<file path="src/design/cdc_pkg.sv">
// Shared types, codes and constants of the calendar date counter.
// Depends on nothing; imported by every module of the block.
package cdc_pkg;

    localparam int YEAR_BITS = 16;
    // Compare width: holds the signed input year and the stored year.
    localparam int CMP_W = ((YEAR_BITS > 17) ? YEAR_BITS : 17) + 1;

    localparam logic [YEAR_BITS-1:0] YEAR_MAX = '1;
    localparam logic signed [CMP_W-1:0] CMP_YEAR_MAX = CMP_W'(YEAR_MAX);

    // Inverse of an odd number modulo 2**YEAR_BITS by Newton steps.
    function automatic logic [YEAR_BITS-1:0] inv_odd(input logic [YEAR_BITS-1:0] a);
        logic [YEAR_BITS-1:0] x;
        x = a;
        for (int i = 0; i < 6; i++) begin
            x = x * (YEAR_BITS'(2) - a * x);
        end
        return x;
    endfunction

    // y is a multiple of 25 exactly when y * inv(25) wraps to at most YEAR_MAX / 25.
    localparam logic [YEAR_BITS-1:0] INV25     = inv_odd(YEAR_BITS'(25));
    localparam logic [YEAR_BITS-1:0] DIV25_LIM = YEAR_MAX / 25;

    localparam logic [3:0] MONTH_JAN = 4'd1;
    localparam logic [3:0] MONTH_FEB = 4'd2;
    localparam logic [3:0] MONTH_APR = 4'd4;
    localparam logic [3:0] MONTH_JUN = 4'd6;
    localparam logic [3:0] MONTH_SEP = 4'd9;
    localparam logic [3:0] MONTH_NOV = 4'd11;
    localparam logic [3:0] MONTH_DEC = 4'd12;

    localparam logic [4:0] DAY_FIRST = 5'd1;
    localparam logic [4:0] DAYS_31   = 5'd31;
    localparam logic [4:0] DAYS_30   = 5'd30;
    localparam logic [4:0] DAYS_29   = 5'd29;
    localparam logic [4:0] DAYS_28   = 5'd28;

    localparam logic [1:0] CMD_LOAD = 2'd0;
    localparam logic [1:0] CMD_ADD  = 2'd1;
    localparam logic [1:0] CMD_SUB  = 2'd2;
    localparam logic [1:0] CMD_CMP  = 2'd3;

    localparam logic [2:0] STAT_OK        = 3'd0;
    localparam logic [2:0] STAT_BAD_MONTH = 3'd1;
    localparam logic [2:0] STAT_BAD_YEAR  = 3'd2;
    localparam logic [2:0] STAT_BAD_DAY   = 3'd3;
    localparam logic [2:0] STAT_LIMIT     = 3'd4;

    typedef enum logic [4:0] {
        ST_IDLE = 5'b00001,
        ST_LOAD = 5'b00010,
        ST_FWD  = 5'b00100,
        ST_BACK = 5'b01000,
        ST_CMP  = 5'b10000
    } t_state;

    // Operands of the shared month-length unit.
    typedef struct packed {
        logic [YEAR_BITS-1:0] year;
        logic [3:0]           month;
    } t_mlen_req;

endpackage

</file>
<file path="src/design/cdc_mlen.sv">
// Shared month-length unit: leap-year test and days in a month.
// Depends on cdc_pkg.
module cdc_mlen (
    input  cdc_pkg::t_mlen_req i_req,
    output logic [4:0]         o_len
);
    import cdc_pkg::*;

    logic [YEAR_BITS-1:0] w_prod;
    logic                 w_div25;
    logic                 w_leap;

    // Divisibility by 25 through the modular inverse; by 4 and 16 from low bits.
    assign w_prod  = i_req.year * INV25;
    assign w_div25 = (w_prod <= DIV25_LIM);
    assign w_leap  = (i_req.year[1:0] == 2'd0) && (!w_div25 || (i_req.year[3:0] == 4'd0));

    always_comb begin
        case (i_req.month)
            MONTH_FEB: o_len = w_leap ? DAYS_29 : DAYS_28;
            MONTH_APR, MONTH_JUN, MONTH_SEP, MONTH_NOV: o_len = DAYS_30;
            default: o_len = DAYS_31;
        endcase
    end

endmodule

</file>
<file path="src/design/calendar_date_counter.sv">
// Top level of the calendar date counter: request capture, sequencer, date registers.
// Depends on cdc_pkg and cdc_mlen.
//
//  channel   | direction | handshake            | payload
//  ----------+-----------+----------------------+---------------------------------------
//  request   | in        | start high, busy low | i_cmd, i_in_year, i_in_month, i_in_day,
//            |           |                      | i_day_count
//  result    | out       | o_done, one cycle    | o_out_year, o_out_month, o_out_day,
//            |           |                      | o_status, o_is_before/same/after
//
// Load and compare pass through their own state before the result strobe. Add and
// subtract walk until day_count days are done or a range limit stops the walk: the
// date moves one day per cycle through the single month-length unit.
// Reset is synchronous and active low; it restores 2000-01-01 and goes idle.
// The result strobe cannot be stalled; a new request may be accepted in the
// strobe cycle itself.
module calendar_date_counter (
    input  logic        i_clk,
    input  logic        i_rst_n,
    input  logic        start,
    output logic        busy,
    input  logic [1:0]  i_cmd,
    input  logic signed [16:0] i_in_year,
    input  logic [3:0]  i_in_month,
    input  logic [4:0]  i_in_day,
    input  logic [15:0] i_day_count,
    output logic        o_done,
    output logic [15:0] o_out_year,
    output logic [3:0]  o_out_month,
    output logic [4:0]  o_out_day,
    output logic [2:0]  o_status,
    output logic        o_is_before,
    output logic        o_is_same,
    output logic        o_is_after
);
    import cdc_pkg::*;

    // Sequencer state and stored date.
    t_state               r_state,  n_state;
    logic [YEAR_BITS-1:0] r_year,   n_year;
    logic [3:0]           r_month,  n_month;
    logic [4:0]           r_day,    n_day;
    logic [15:0]          r_cnt,    n_cnt;

    // Captured request payload.
    logic signed [16:0]   r_in_year;
    logic [3:0]           r_in_month;
    logic [4:0]           r_in_day;

    // Result registers.
    logic                 r_done,   n_done;
    logic [2:0]           r_status, n_status;
    logic                 r_before, n_before;
    logic                 r_same,   n_same;
    logic                 r_after,  n_after;

    logic                    w_accept;
    logic signed [CMP_W-1:0] w_cmp_cur;
    logic signed [CMP_W-1:0] w_cmp_in;
    logic                    w_year_bad;
    t_mlen_req               w_req;
    logic [4:0]              w_len;

    assign busy     = (r_state != ST_IDLE) || !i_rst_n;
    assign w_accept = start && !busy;

    // Widen both years so that a negative input year orders below every stored one.
    assign w_cmp_cur  = CMP_W'(r_year);
    assign w_cmp_in   = CMP_W'(r_in_year);
    assign w_year_bad = r_in_year[16] || (w_cmp_in > CMP_YEAR_MAX);

    // Feed the shared unit: the request date on load, the month before the
    // current one when stepping back, the current date otherwise.
    always_comb begin
        w_req.year  = r_year;
        w_req.month = r_month;
        case (r_state)
            ST_LOAD: begin
                w_req.year  = w_cmp_in[YEAR_BITS-1:0];
                w_req.month = r_in_month;
            end
            ST_BACK: begin
                w_req.month = r_month - 4'd1;
            end
            default: begin
                w_req.month = r_month;
            end
        endcase
    end

    cdc_mlen u_mlen (
        .i_req (w_req),
        .o_len (w_len)
    );

    always_comb begin
        n_state  = r_state;
        n_year   = r_year;
        n_month  = r_month;
        n_day    = r_day;
        n_cnt    = r_cnt;
        n_done   = 1'b0;
        n_status = r_status;
        n_before = r_before;
        n_same   = r_same;
        n_after  = r_after;

        case (r_state)
            ST_IDLE: begin
                if (w_accept) begin
                    n_cnt = i_day_count;
                    case (i_cmd)
                        CMD_LOAD: n_state = ST_LOAD;
                        CMD_ADD:  n_state = ST_FWD;
                        CMD_SUB:  n_state = ST_BACK;
                        CMD_CMP:  n_state = ST_CMP;
                        default:  n_state = ST_CMP;
                    endcase
                end
            end

            ST_LOAD: begin
                // Check month, then year, then day; keep the old date on any error.
                n_state  = ST_IDLE;
                n_done   = 1'b1;
                n_before = 1'b0;
                n_same   = 1'b0;
                n_after  = 1'b0;
                n_status = STAT_OK;
                if ((r_in_month < MONTH_JAN) || (r_in_month > MONTH_DEC)) begin
                    n_status = STAT_BAD_MONTH;
                end else if (w_year_bad) begin
                    n_status = STAT_BAD_YEAR;
                end else if ((r_in_day < DAY_FIRST) || (r_in_day > w_len)) begin
                    n_status = STAT_BAD_DAY;
                end else begin
                    n_year  = w_cmp_in[YEAR_BITS-1:0];
                    n_month = r_in_month;
                    n_day   = r_in_day;
                end
            end

            ST_FWD: begin
                n_before = 1'b0;
                n_same   = 1'b0;
                n_after  = 1'b0;
                if (r_cnt == 16'd0) begin
                    n_state  = ST_IDLE;
                    n_done   = 1'b1;
                    n_status = STAT_OK;
                end else if (r_day < w_len) begin
                    n_day = r_day + 5'd1;
                    n_cnt = r_cnt - 16'd1;
                end else if (r_month < MONTH_DEC) begin
                    n_month = r_month + 4'd1;
                    n_day   = DAY_FIRST;
                    n_cnt   = r_cnt - 16'd1;
                end else if (r_year == YEAR_MAX) begin
                    // Stop at the last day of the top year.
                    n_state  = ST_IDLE;
                    n_done   = 1'b1;
                    n_status = STAT_LIMIT;
                end else begin
                    n_year  = r_year + YEAR_BITS'(1);
                    n_month = MONTH_JAN;
                    n_day   = DAY_FIRST;
                    n_cnt   = r_cnt - 16'd1;
                end
            end

            ST_BACK: begin
                n_before = 1'b0;
                n_same   = 1'b0;
                n_after  = 1'b0;
                if (r_cnt == 16'd0) begin
                    n_state  = ST_IDLE;
                    n_done   = 1'b1;
                    n_status = STAT_OK;
                end else if (r_day > DAY_FIRST) begin
                    n_day = r_day - 5'd1;
                    n_cnt = r_cnt - 16'd1;
                end else if (r_month > MONTH_JAN) begin
                    n_month = r_month - 4'd1;
                    n_day   = w_len;
                    n_cnt   = r_cnt - 16'd1;
                end else if (r_year == YEAR_BITS'(0)) begin
                    // Stop at January 1 of year zero.
                    n_state  = ST_IDLE;
                    n_done   = 1'b1;
                    n_status = STAT_LIMIT;
                end else begin
                    n_year  = r_year - YEAR_BITS'(1);
                    n_month = MONTH_DEC;
                    n_day   = DAYS_31;
                    n_cnt   = r_cnt - 16'd1;
                end
            end

            ST_CMP: begin
                // Order by year, then month, then day; the input goes unchecked.
                n_state  = ST_IDLE;
                n_done   = 1'b1;
                n_status = STAT_OK;
                n_same   = 1'b0;
                if (w_cmp_cur != w_cmp_in) begin
                    n_before = (w_cmp_cur < w_cmp_in);
                end else if (r_month != r_in_month) begin
                    n_before = (r_month < r_in_month);
                end else if (r_day != r_in_day) begin
                    n_before = (r_day < r_in_day);
                end else begin
                    n_before = 1'b0;
                    n_same   = 1'b1;
                end
                n_after = !n_before && !n_same;
            end

            default: begin
                n_state = ST_IDLE;
            end
        endcase
    end

    always_ff @(posedge i_clk) begin
        if (!i_rst_n) begin
            r_state  <= ST_IDLE;
            r_year   <= YEAR_BITS'(2000);
            r_month  <= MONTH_JAN;
            r_day    <= DAY_FIRST;
            r_done   <= 1'b0;
            r_status <= STAT_OK;
            r_before <= 1'b0;
            r_same   <= 1'b0;
            r_after  <= 1'b0;
        end else begin
            r_state  <= n_state;
            r_year   <= n_year;
            r_month  <= n_month;
            r_day    <= n_day;
            r_done   <= n_done;
            r_status <= n_status;
            r_before <= n_before;
            r_same   <= n_same;
            r_after  <= n_after;
        end
    end

    // Payload capture; no reset needed.
    always_ff @(posedge i_clk) begin
        r_cnt <= n_cnt;
        if (w_accept) begin
            r_in_year  <= i_in_year;
            r_in_month <= i_in_month;
            r_in_day   <= i_in_day;
        end
    end

    assign o_done      = r_done;
    assign o_out_year  = 16'(r_year);
    assign o_out_month = r_month;
    assign o_out_day   = r_day;
    assign o_status    = r_status;
    assign o_is_before = r_before;
    assign o_is_same   = r_same;
    assign o_is_after  = r_after;

endmodule

</file>
<file path="config.mk">
export PLATFORM = sky130hd
export DESIGN_NAME = calendar_date_counter
export DESIGN_NICKNAME = d
export VERILOG_FILES = /design/src/design/cdc_pkg.sv /design/src/design/cdc_mlen.sv /design/src/design/calendar_date_counter.sv
export SDC_FILE = /design/constraint.sdc
export NUM_CORES = 1
export LEC_CHECK = 0
export BUFFER_PORTS_ARGS = -buffer_cell sky130_fd_sc_hd__buf_2
export CAP_MARGIN = 20
export CORE_ASPECT_RATIO = 0.5
export CORE_UTILIZATION = 40
export CTS_BUF_LIST = sky130_fd_sc_hd__clkbuf_16
export DETAILED_ROUTE_END_ITERATION = 10
export PLACE_DENSITY = 0.65
export SLEW_MARGIN = 20
export SYNTH_ARGS = -nofsm -noshare
export SYNTH_HDL_FRONTEND = slang
export SYNTH_HIERARCHICAL = 1
export SYNTH_SLANG_ARGS = --single-unit
</file>
<file path="constraint.sdc">
create_clock -name i_clk -period 17.7 [get_ports i_clk]
set_input_delay 0.885 -clock i_clk [delete_from_list [all_inputs] [get_ports i_clk]]
set_output_delay 0.885 -clock i_clk [all_outputs]
set_load 0.005 [all_outputs]
</file>
# After elaboration in Yosys (flattened, before gate mapping)
# Cells that the tools add are included.
totals:
  ff_bits: 79
  inputBits: 47
classes:
  addsub: 7
  multipliers: 1
  magnitude_cmp: 13
  eq_ne: 40
  muxes: 93
  reduce_logical: 31
ops:
  columns: ["op", "count"]
  rows:
  - ["$mux 16", 21]
  - ["$mux 5", 20]
  - ["$pmux 16 s3", 2]
  - ["$mux 4", 11]
  - ["$logic_not 16->1", 2]
  - ["$sub 16x1->16 const B", 2]
  - ["$pmux 5 s3", 2]
  - ["$mux 3", 8]
  - ["$ne 2x2->1 const B", 12]
  - ["$ne 3x3->1 const B", 8]
  - ["$pmux 5 s4", 1]
  - ["$gt 17x17->1 const B", 1]
  - ["$lt 17x17->1", 1]
  - ["$mux 1", 17]
  - ["$ne 17x17->1", 1]
  - ["$add 16x1->16 const B", 1]
  - ["$eq 16x16->1 const B", 1]
  - ["$le 16x12->1 const B", 1]
  - ["$mul 16x15->16 const B", 1]
  - ["$reduce_and 7->1", 2]
  - ["$pmux 3 s4", 1]
  - ["$pmux 4 s3", 1]
  - ["$reduce_and 12->1", 1]
  - ["$lt 5x5->1", 2]
  - ["45 further kinds", 65]

# Depth between registers and ports, before layout
depth:
  word_depth: 15
  ltp_mapped: 31
  mapped_depth_nobuf: 29

# Hierarchy
# Netlist, hierarchy kept.
by_module_without_submodules:
  columns: ["module", "n_inst", "cells_each", "area_per_inst_um2"]
  rows:
  - ["calendar_date_counter", 1, 662, 5769.3]
  - ["cdc_mlen", 1, 178, 1674.1]

# Worst setup path before layout
# Ideal clock, no wire load.
synth_timing:
  kind: "register -> register"
  startpoint: "register r_state[3]"
  endpoint: "register r_cnt[0], enable pin"
  arrival_time_ns: 6.553
  path_slack_ns: 10.758
  stages_incl_launch_ff: 25
  n_path_buf: 1
  cell_sequence: "dfxtp_1 -> nor2_1 -> and3_1 -> clkbuf_1 -> o21ai_0 -> ha_1 -> ha_1 -> inv_1 -> fa_1 -> fa_1 -> inv_1 -> fa_1 -> ha_1 -> xor2_1 -> xnor2_1 -> xnor2_1 -> xnor2_1 -> mux2_1 -> o311ai_1 -> o211ai_1 -> nor2b_1 -> o21ai_0 -> a221oi_1 -> o31ai_1 -> nor2_1"
synth_lines:
  columns: ["item", "line", "source"]
  rows:
  - ["from (decl)", "calendar_date_counter.sv:39", "t_state r_state, n_state;"]
  - ["from (signal assigned)", "calendar_date_counter.sv:236", "r_state <= n_state;"]
  - ["to (signal assigned)", "calendar_date_counter.sv:250", "r_cnt <= n_cnt;"]
  - ["to (decl)", "calendar_date_counter.sv:43", "logic [15:0] r_cnt, n_cnt;"]

==> flow_summary_export.csv <==
group,metric,value,unit
floorplanning,initial_utilization,0.419,
cells_and_area,fillers,1719,
timing,drv_slew,0,
cells_and_area,nNetsFinal,1093,
worst_setup_path,startpoint_type,"register",
cts,htreeDepth,3,
floorplanning,dieHeight,98.5,um
power_and_ir_drop,powerDensity,60.8,mW/mm^2
logic_synthesis,synth-edff-count,42,
routing,drc,0,
logic_synthesis,synth.avg_cell_area,8.86,um^2
timing,hold_viol,0,
global_routing,grt_overflow,0,
cts,clkSinkCount,79,
power_and_ir_drop,power.leakage,3.82,nW
hold_path,worstHoldPathType,"register to register",
cells_and_area,layout_common_cells,"ha_1, inv_1, nand2_1",
worst_setup_path,endpoint_kind,"register",
logic_synthesis,syn_inst,840,
timing,worst_pin_slew,1080,ps
floorplanning,coreArea,0.0178,mm^2
logic_synthesis,syn_area,0.00744,mm^2
global_routing,track_usage,0.208,
logic_synthesis,synth_seq_area_share,0.269,
routing,wire_per_inst,16.5,um
cells_and_area,drive_above_1_share,0.133,
routing,drtIter0Drc,415,
place,placed_area,0.00806,mm^2
logic_synthesis,synth_area_leader_cell,"ha_1",
cells_and_area,final_design_area_no_fill,0.00836,mm^2
power_and_ir_drop,vdd_ir_drop_max,45.2,uV
timing,setup-tns-final,0,ps
cts,cts_hold_buffers,0,
routing,wl,19000,um
global_routing,grt_max_degree,58,
routing,first_pass_iters,5,
place,portBuffers,79,
cts,cts_root_buf,"clkbuf_16",
logic_synthesis,yosys_register_bits,79,
worst_setup_path,cp.arrival,8200,ps
outcome,status,"completed",
floorplanning,die_w,195,um
place,gp_congestion,0.867,
cells_and_area,n_antenna_cell,0,
floorplanning,die-area,0.0192,mm^2
hold_path,min_from,"o_status[0]",
cts,ctsResizeCount,0,
logic_synthesis,synth_top_area_share,0.197,
logic_synthesis,yosys-top-cells-area,"ha_1, edfxtp_1, dfxtp_1",
cts,cts_tree,"yes",
cells_and_area,final_common_cell,"ha_1",
timing,relSlewSlack,0.276,
cts,post-cts-setup-buffer-count,0,
timing,final.min_clock_period,7940,ps
logic_synthesis,ys.flop_type,"edfxtp_1",
global_routing,grt_pass1_vias,6223,
flow_run,drv_cap,0,
place,hpwl,14600,um
worst_setup_path,cp.required,17960,ps
cells_and_area,areaGrowthSynthToFinish,12.4,%
worst_setup_path,r2r-start,"r_state[3]",
logic_synthesis,synthArstFlopShare,0,
timing,setup_viol,0,
timing,clock.fmax,126,MHz
logic_synthesis,yosys_warnings,6,
cts,cts.clk_slew.worst_paths,70,ps
cts,worst_skew_pair.late_latency,350,ps
timing,fin_crit_sh,0.448,
timing,clock_skew,9.79,ps
global_routing,grt_pass1_wl,31600,um
routing,ant_nets,0,
worst_setup_path,reg2reg_setup_slack,9760,ps
timing,rsz0062_at_grt,"false",
routing,avgViaCountPerCell,5.51,
worst_setup_path,crit_start,"r_state[3]",
logic_synthesis,synthDistinctLibCells,77,
cts,clockBufferDepth,2,
worst_setup_path,path_max_fanout,28,
routing,vias,6335,
global_routing,antenna_found_initial,0,
floorplanning,io_pins,80,
floorplanning,rows,34,
cts,cts_buffers,9,
worst_setup_path,crit_type,"register to register",
## synthesized netlist by cell type (3+ instances only)
library cell  number
o21a_1             4
a31oi_1            7
o21bai_1           3
nand3_1           18
mux2i_1           12
and4_1             5
and3_1             7
xnor2_1           33
nand4_1           15
nand2b_1           3
or2_2              3
o211ai_1           9
o31ai_1            3
nor4_1            10
edfxtp_1          42
a21oi_1           38
a221oi_1           4
dfxtp_1           37
nor2_1            50
a21o_1            14
a211oi_1           5
nor3b_1            4
ha_1             117
or4_1              5
o311ai_0           3
buf_4              3
fa_1              19
clkbuf_1          22
o22ai_1            5
nand3b_1           4
a211oi_2           3
nor2b_1            6
xor2_1            14
inv_1             91
nor3_1            19
and2_1             3
o21ai_0           68
nand2_1           82
## area by class of cell
class / count / area, um^2 / area share
clock buffer: 9 / 225 / 0.0269
inverter: 92 / 345 / 0.0413
clock inverter: 7 / 82.6 / 0.00987
timing repair buffer: 85 / 440 / 0.0527
multi-input combinational: 643 / 4970 / 0.595
sequential: 79 / 2000 / 0.239
tap: 234 / 293 / 0.0350
## where the power goes
| group | internal (mW) | switching, mW | total (mW) |
|---|---|---|---|
| Combinational | 0.0448 | 0.0569 | 0.102 |
| Clock | 0.112 | 0.0863 | 0.199 |
| Sequential | 0.201 | 0.00754 | 0.208 |
| Total | 0.358 | 0.151 | 0.509 |
## final timing paths
check | to | cells after the start
setup / recovery | o_out_year[0] | 26
hold / removal | o_status[0] | 2
setup reg to reg | o_out_year[0] | 26
hold reg to reg | o_status[0] | 2
## worst max-delay path, stage by stage (launching register included)
cell and delay (ps):
dfxtp_1 460, nor2_1 140, and3_1 350, o21ai_0 770, ha_1 390, ha_1 290
inv_1 50, fa_1 510, fa_1 550, inv_1 60, fa_1 470, ha_1 220
xor2_1 170, xnor2_1 180, xnor2_1 110, xnor2_1 260, mux2_1 360, o311ai_1 270
o211ai_1 220, ha_1 330, nand2_1 70, a211oi_2 330, a32oi_4 210, nor3_4 180
buf_4 370, o21ai_0 190, a221oi_2 290
## sequential cells by signal, summed over array words and instances, names as in the netlist
| register | count |
|---|---|
| r_in_year | 17 |
| o_out_year | 16 |
| r_cnt | 16 |
| o_out_day | 5 |
| r_in_day | 5 |
| r_state | 5 |
| o_out_month | 4 |
| r_in_month | 4 |
| o_status | 3 |
| o_done | 1 |
| o_is_after | 1 |
| o_is_before | 1 |
| o_is_same | 1 |
## routing by layer
layer / routed length (um) / GRT usage / vias to the layer above
met5: 0 / 0 / -
met1: 9210 / 0.283 / 2968
li1: - / - / 3165
met3: 1100 / 0.0452 / 26
met4: 295 / 0.0575 / 0
met2: 8340 / 0.333 / 176
## per-stage QoR
stage                     setup slack (ps)  hold WS, ps  instances  utilization  total power [mW]
final                                 9760          473       1149        0.470             0.509
after global routing                  9220          489       1149        0.470             0.536
after CTS                             9780          475       1149        0.470             0.515
after detailed placement              9830          466       1133        0.453             0.313
after global placement               10070          454       1133        0.453             0.311
after floorplan                      10760          449        842            -             0.285
## kinds of logic (layout without fill, tap and decap cells)
family / count (synthesis) / count (layout) / share of synthesized area
compound gates: 194 / 194 / 0.173
fa+ha+maj: 136 / 136 / 0.248
flops: 79 / 79 / 0.269
mux: 15 / 15 / 0.0212
buf+inv: 120 / 193 / 0.0640
simple gates: 248 / 248 / 0.169
other cells: 1 / 3 / 0.000504
xor+xnor: 47 / 47 / 0.0553
Note: power is estimated with default switching activity, not from simulation.
